$ cat config.mk
export PLATFORM = sky130hd
export DESIGN_NAME = bpm_ctrl
export DESIGN_NICKNAME = d
export VERILOG_FILES = /design/src/sv/bpm_pkg.sv /design/src/sv/bpm_ctrl.sv
export SDC_FILE = /design/constraint.sdc
export NUM_CORES = 1
export LEC_CHECK = 0
export ABC_AREA = 0
export BUFFER_PORTS_ARGS = -buffer_cell sky130_fd_sc_hd__buf_4
export CAP_MARGIN = 0
export CORE_AREA = 2 2 39 41
export CTS_BUF_LIST = sky130_fd_sc_hd__clkbuf_16
export CTS_CLUSTER_SIZE = 20
export DETAILED_ROUTE_END_ITERATION = 16
export DIE_AREA = 0 0 41 43
export PLACE_DENSITY_LB_ADDON = 0.15
export SYNTH_ARGS = -nofsm -noshare
export SYNTH_HDL_FRONTEND = slang
export SYNTH_SLANG_ARGS = --single-unit
$ cat constraint.sdc
create_clock -name clk -period 1 [get_ports clk]
set_clock_uncertainty 0.05 [all_clocks]
set_input_delay 0.1 -clock clk [delete_from_list [all_inputs] [get_ports clk]]
set_output_delay 0.1 -clock clk [all_outputs]
set_load 0.05 [all_outputs]
$ cat src/sv/bpm_pkg.sv
`timescale 1ns / 1ps
`default_nettype none
// ----------------------------------------------------------------------------
// Breakpoint match table package
// Operation, status, outcome and mode codes, plus controller/datapath types.
// ----------------------------------------------------------------------------
package bpm_pkg;

  localparam int ID_W     = 16;
  localparam int PC_W     = 32;
  localparam int FRAME_W  = 32;
  localparam int MASK_W   = 16;
  localparam int REMOVE_W = 5;

  localparam logic [3:0] OP_ADD     = 4'd0;
  localparam logic [3:0] OP_MODE    = 4'd1;
  localparam logic [3:0] OP_IGNORE  = 4'd2;
  localparam logic [3:0] OP_FLAGS   = 4'd3;
  localparam logic [3:0] OP_DELETE  = 4'd4;
  localparam logic [3:0] OP_CLEAR   = 4'd5;
  localparam logic [3:0] OP_DEL_ALL = 4'd6;
  localparam logic [3:0] OP_CHECK   = 4'd7;
  localparam logic [3:0] OP_QUERY   = 4'd8;
  localparam logic [3:0] OP_AUTODEL = 4'd9;

  localparam logic [1:0] ST_OK   = 2'd0;
  localparam logic [1:0] ST_NOID = 2'd1;
  localparam logic [1:0] ST_FULL = 2'd2;

  localparam logic [1:0] OC_NONE = 2'd0;
  localparam logic [1:0] OC_CONT = 2'd1;
  localparam logic [1:0] OC_STOP = 2'd2;
  localparam logic [1:0] OC_MOM  = 2'd3;

  localparam logic [1:0] MODE_DIS  = 2'd0;
  localparam logic [1:0] MODE_EN   = 2'd1;
  localparam logic [1:0] MODE_TEMP = 2'd2;
  localparam logic [1:0] MODE_DEL  = 2'd3;

  typedef struct packed {
    logic start;
    logic step;
    logic load_out;
  } bpm_cmd_t;

  typedef struct packed {
    logic done;
  } bpm_sts_t;

endpackage
`default_nettype wire

$ cat src/sv/bpm_ctrl.sv
`timescale 1ns / 1ps
`default_nettype none
// ----------------------------------------------------------------------------
// Breakpoint match table controller
// Sequences accept, slot scan and result hand-off.
// ----------------------------------------------------------------------------
module bpm_ctrl (
  input  wire logic             clk,
  input  wire logic             rst_n,
  input  wire logic             in_valid,
  output logic                  in_ready,
  output logic                  out_valid,
  input  wire logic             out_ready,
  output bpm_pkg::bpm_cmd_t     cmd,
  input  wire bpm_pkg::bpm_sts_t sts
);

  typedef enum logic [1:0] {S_IDLE, S_RUN, S_POST} state_t;

  state_t state_r;
  logic   out_valid_r;

  assign in_ready  = (state_r == S_IDLE);
  assign out_valid = out_valid_r;

  always_comb begin
    cmd.start    = (state_r == S_IDLE) && in_valid;
    cmd.step     = (state_r == S_RUN);
    cmd.load_out = (state_r == S_POST) && (!out_valid_r || out_ready);
  end

  always_ff @(posedge clk) begin
    if (!rst_n) begin
      state_r     <= S_IDLE;
      out_valid_r <= 1'b0;
    end else begin
      if (state_r == S_POST && (!out_valid_r || out_ready)) begin
        out_valid_r <= 1'b1;
      end else if (out_valid_r && out_ready) begin
        out_valid_r <= 1'b0;
      end
      case (state_r)
        S_IDLE: begin
          if (in_valid) state_r <= S_RUN;
        end
        S_RUN: begin
          if (sts.done) state_r <= S_POST;
        end
        S_POST: begin
          if (!out_valid_r || out_ready) state_r <= S_IDLE;
        end
        default: state_r <= S_IDLE;
      endcase
    end
  end

endmodule
`default_nettype wire

==> run summary <==
The remaining global-route overflow came out at 0. The clock net in this run drives a total of 3 sinks. Setup repair after global routing could not meet its margin everywhere. Counting flops and latches in the post-synthesis netlist gives 3. The number of distinct library cell variants in the gate-level netlist after synthesis came out at 9.

The first-pass GRT wire length was 772 µm. The run gives 0.0133 ns as the worst setup slack before clock tree synthesis. The worst hold path belongs to the class in2reg. Of the cells placed in the final design, the portion with a size suffix greater than 1 is 68.8%. The floorplan step set the die height to 43 µm. No sink is reached through more buffers than the 2 on the longest clock path. For the final cell count without fillers, the log shows 48. The number of nets in the synthesized netlist is 22. The net count of the finished layout is 38.

The tools report the total die area as 0.00176 mm². The detail-routed net length per standard cell was 9.42 µm. The biggest cell delay along the critical path is 0.35 ns, and the top-level port count is 10.

Across the VDD grid, the largest voltage drop is 0.935 mV. Setup violations remaining at the end of the flow were counted as 4. For the worst setup path, the data required time is 0.85 ns. The Yosys step of the flow raised 0 warnings.

For the total count of hold-check failures in the final report, the log shows 0. The via count of the first global-routing pass came out at 192. DRC violations left: 0. Counting I/O delays and the setup requirement, the final critical path takes 1.13 ns. The post-CTS clock slew at the launch and capture registers of the worst setup and hold paths is 0.03 ns, and the number of antenna diodes is 0. The horizontal die dimension is 41 µm. For the pin with the worst max-slew slack, the measured transition is 0.146 ns. The category of the most critical setup path was reg2out. The maximum number of pins on one net before global-route repair is 5. The final core area utilization came out at 27.8%. TritonCTS built the clock tree. The initialized floorplan defines 14 standard-cell rows. Compared with the post-synthesis result, the final layout area differs by 152%. STA classifies the critical path startpoint as a register. Grouping stages by cell kind, the critical path spends the most delay in flip-flops.

The tools report the clock root buffer as clkbuf_16. In this run the worst path has a maximum fanout of 4. The run gives 0 as the hold-fix buffer count after cts. In this run the static leakage power is 0.174 nW. Traced cell by cell, the critical path runs through nand2b_4, nor2b_4, buf_6. STA classifies the critical path endpoint as an output pin. The later pin in the worst-skew pair is clocked with a latency of 0.22 ns. Synthesis handed over a netlist of 17 instances.

For the number of fillers in the final layout, the log shows 148. The slowest cell on the critical path is dfxtp_4. The share of the Yosys chip area taken by registers is 39.3%.

The worst path setup slack after routing is -0.127 ns, and the depth of the CTS H-tree is 1. The tool flagged a number of max-cap violations equal to 0. The checks that failed: setup timing.

The first-iteration detailed-routing DRC count is 1, and the post-route fraction of the period consumed by the critical path is 113%. The post-detailed-route count of antenna-violating nets is 0, and the vias after detailed routing is 164. The tools report the initial antenna violation count as 0.

A synthesized cell averages 8.98 µm². For the data arrival time of the critical path, the log shows 0.98 ns. For this configuration, the core starts out at a cell density of 11.0%. Post-detailed-routing wire length: 452 µm. The critical path buffer and inverter count was 1; the average vias per placed instance was 3.42.

The run gives 0 as the number of max-slew violations in the final report. The CTS buffer count is 3. The logs give 887 MHz for the highest attainable clock frequency and 42 for the number of cells after detailed placement. All-layer global routing usage: 6.92%. Measured against its own limit, the worst slew margin works out to 90.4%. The flow ran to the end, but the final reports show violations. The logs give 0.593 for the placer's final routability congestion estimate and 0.00138 mm² for the area of the core region. The post-synthesis cell area came out at 153 µm².

The pre-antenna-repair detailed-routing pass consisted of 3 iterations. Buffers placed on the I/O ports in this run total 9. The power density of the placed cells was 2280 mW/mm².
[flip-flops by register name, summed over array words and instances (netlist names)]
signal     cells
state_r        2
out_valid      1
[Yosys cell counts]
cell,number,area (µm²)
and2_1,1,6.26
a21oi_1,1,5.00
nand2b_1,5,31.3
a21boi_1,2,15.0
nor2_1,1,3.75
nand3b_1,1,7.51
nand4bb_1,1,11.3
dfxtp_1,3,60.1
nor2b_1,2,12.5
[power by group]
part	internal (W)	switching, W
sequential	0.000124	0.00000802
combinational	0.0000616	0.0000681
clock	0.000515	0.000103
total	0.000701	0.000179
[layer usage]
metal | part of all wire [%] | track usage, %
met5 | 0 | 0
met2 | 53 | 9.06
met1 | 38 | 7.69
met3 | 8.8 | 2.09
met4 | 0 | 8.00
[timing repair]
item / 4_1_cts / 5_1_grt
endpoints found under the setup margin: 4 / 4
resized for setup: 7 / 0
setup buffers: 2 / 0
pin swaps: 2 / 0
[worst min-delay path: stages]
cell and delay [ns]:
buf_4 0.12, nand2b_1 0.06, a21oi_1 0.04
[final timing paths]
path                   start  slack, ns          to  cells after the start
hold reg to reg    out_valid       0.46  state_r[1]                      2
setup reg to reg  state_r[0]       0.09  state_r[1]                      3
hold / removal         rst_n       0.09  state_r[0]                      3
setup / recovery  state_r[0]      -0.13      cmd[0]                      3
[cell families (layout without fill, tap and decap cells)]
kind of cell / Yosys count / count (layout) / share of synthesized area [%]
AOI/OAI and AO/OA: 3 / 3 / 13.1
DFF: 3 / 3 / 39.3
and+or+nand+nor: 11 / 11 / 47.5
buffers and inverters: 0 / 15 / 0
[per-stage QoR]
stage / setup TNS, ns / hold WS, ns / power [W] / instance area (µm²)
global placement: 0 / 0.318 / 0.000249 / 264
global route: -0.445 / 0.105 / 0.000905 / 385
finish: -0.309 / 0.0871 / 0.000880 / 385
CTS: -0.348 / 0.0940 / 0.000891 / 385
floorplan: -0.0847 / 0.172 / 0.000211 / 176
detailed placement: 0 / 0.324 / 0.000249 / 264
[cell usage in the layout, fill, tap and decap left out, drive strengths merged]
| cell type | count |
|---|---|
| buf | 11 |
| nand2b | 5 |
| clkbuf | 3 |
| dfxtp | 3 |
| a21boi | 2 |
| nor2b | 2 |
| nor2 | 1 |
| and2 | 1 |
| a21oi | 1 |
| nand3b | 1 |
| nand4bb | 1 |
| inv | 1 |
[area by class of cell]
class                   count  area [µm²]  area share, %
multi-input cells          14         120           31.2
repair buffers             11        97.6           25.3
clock buffers               3        75.1           19.5
flip-flops and latches      3        68.8           17.9
well taps                  16        20.0           5.19
clock inverters             1        3.75          0.974
Note: power is estimated with default switching activity, not from simulation.
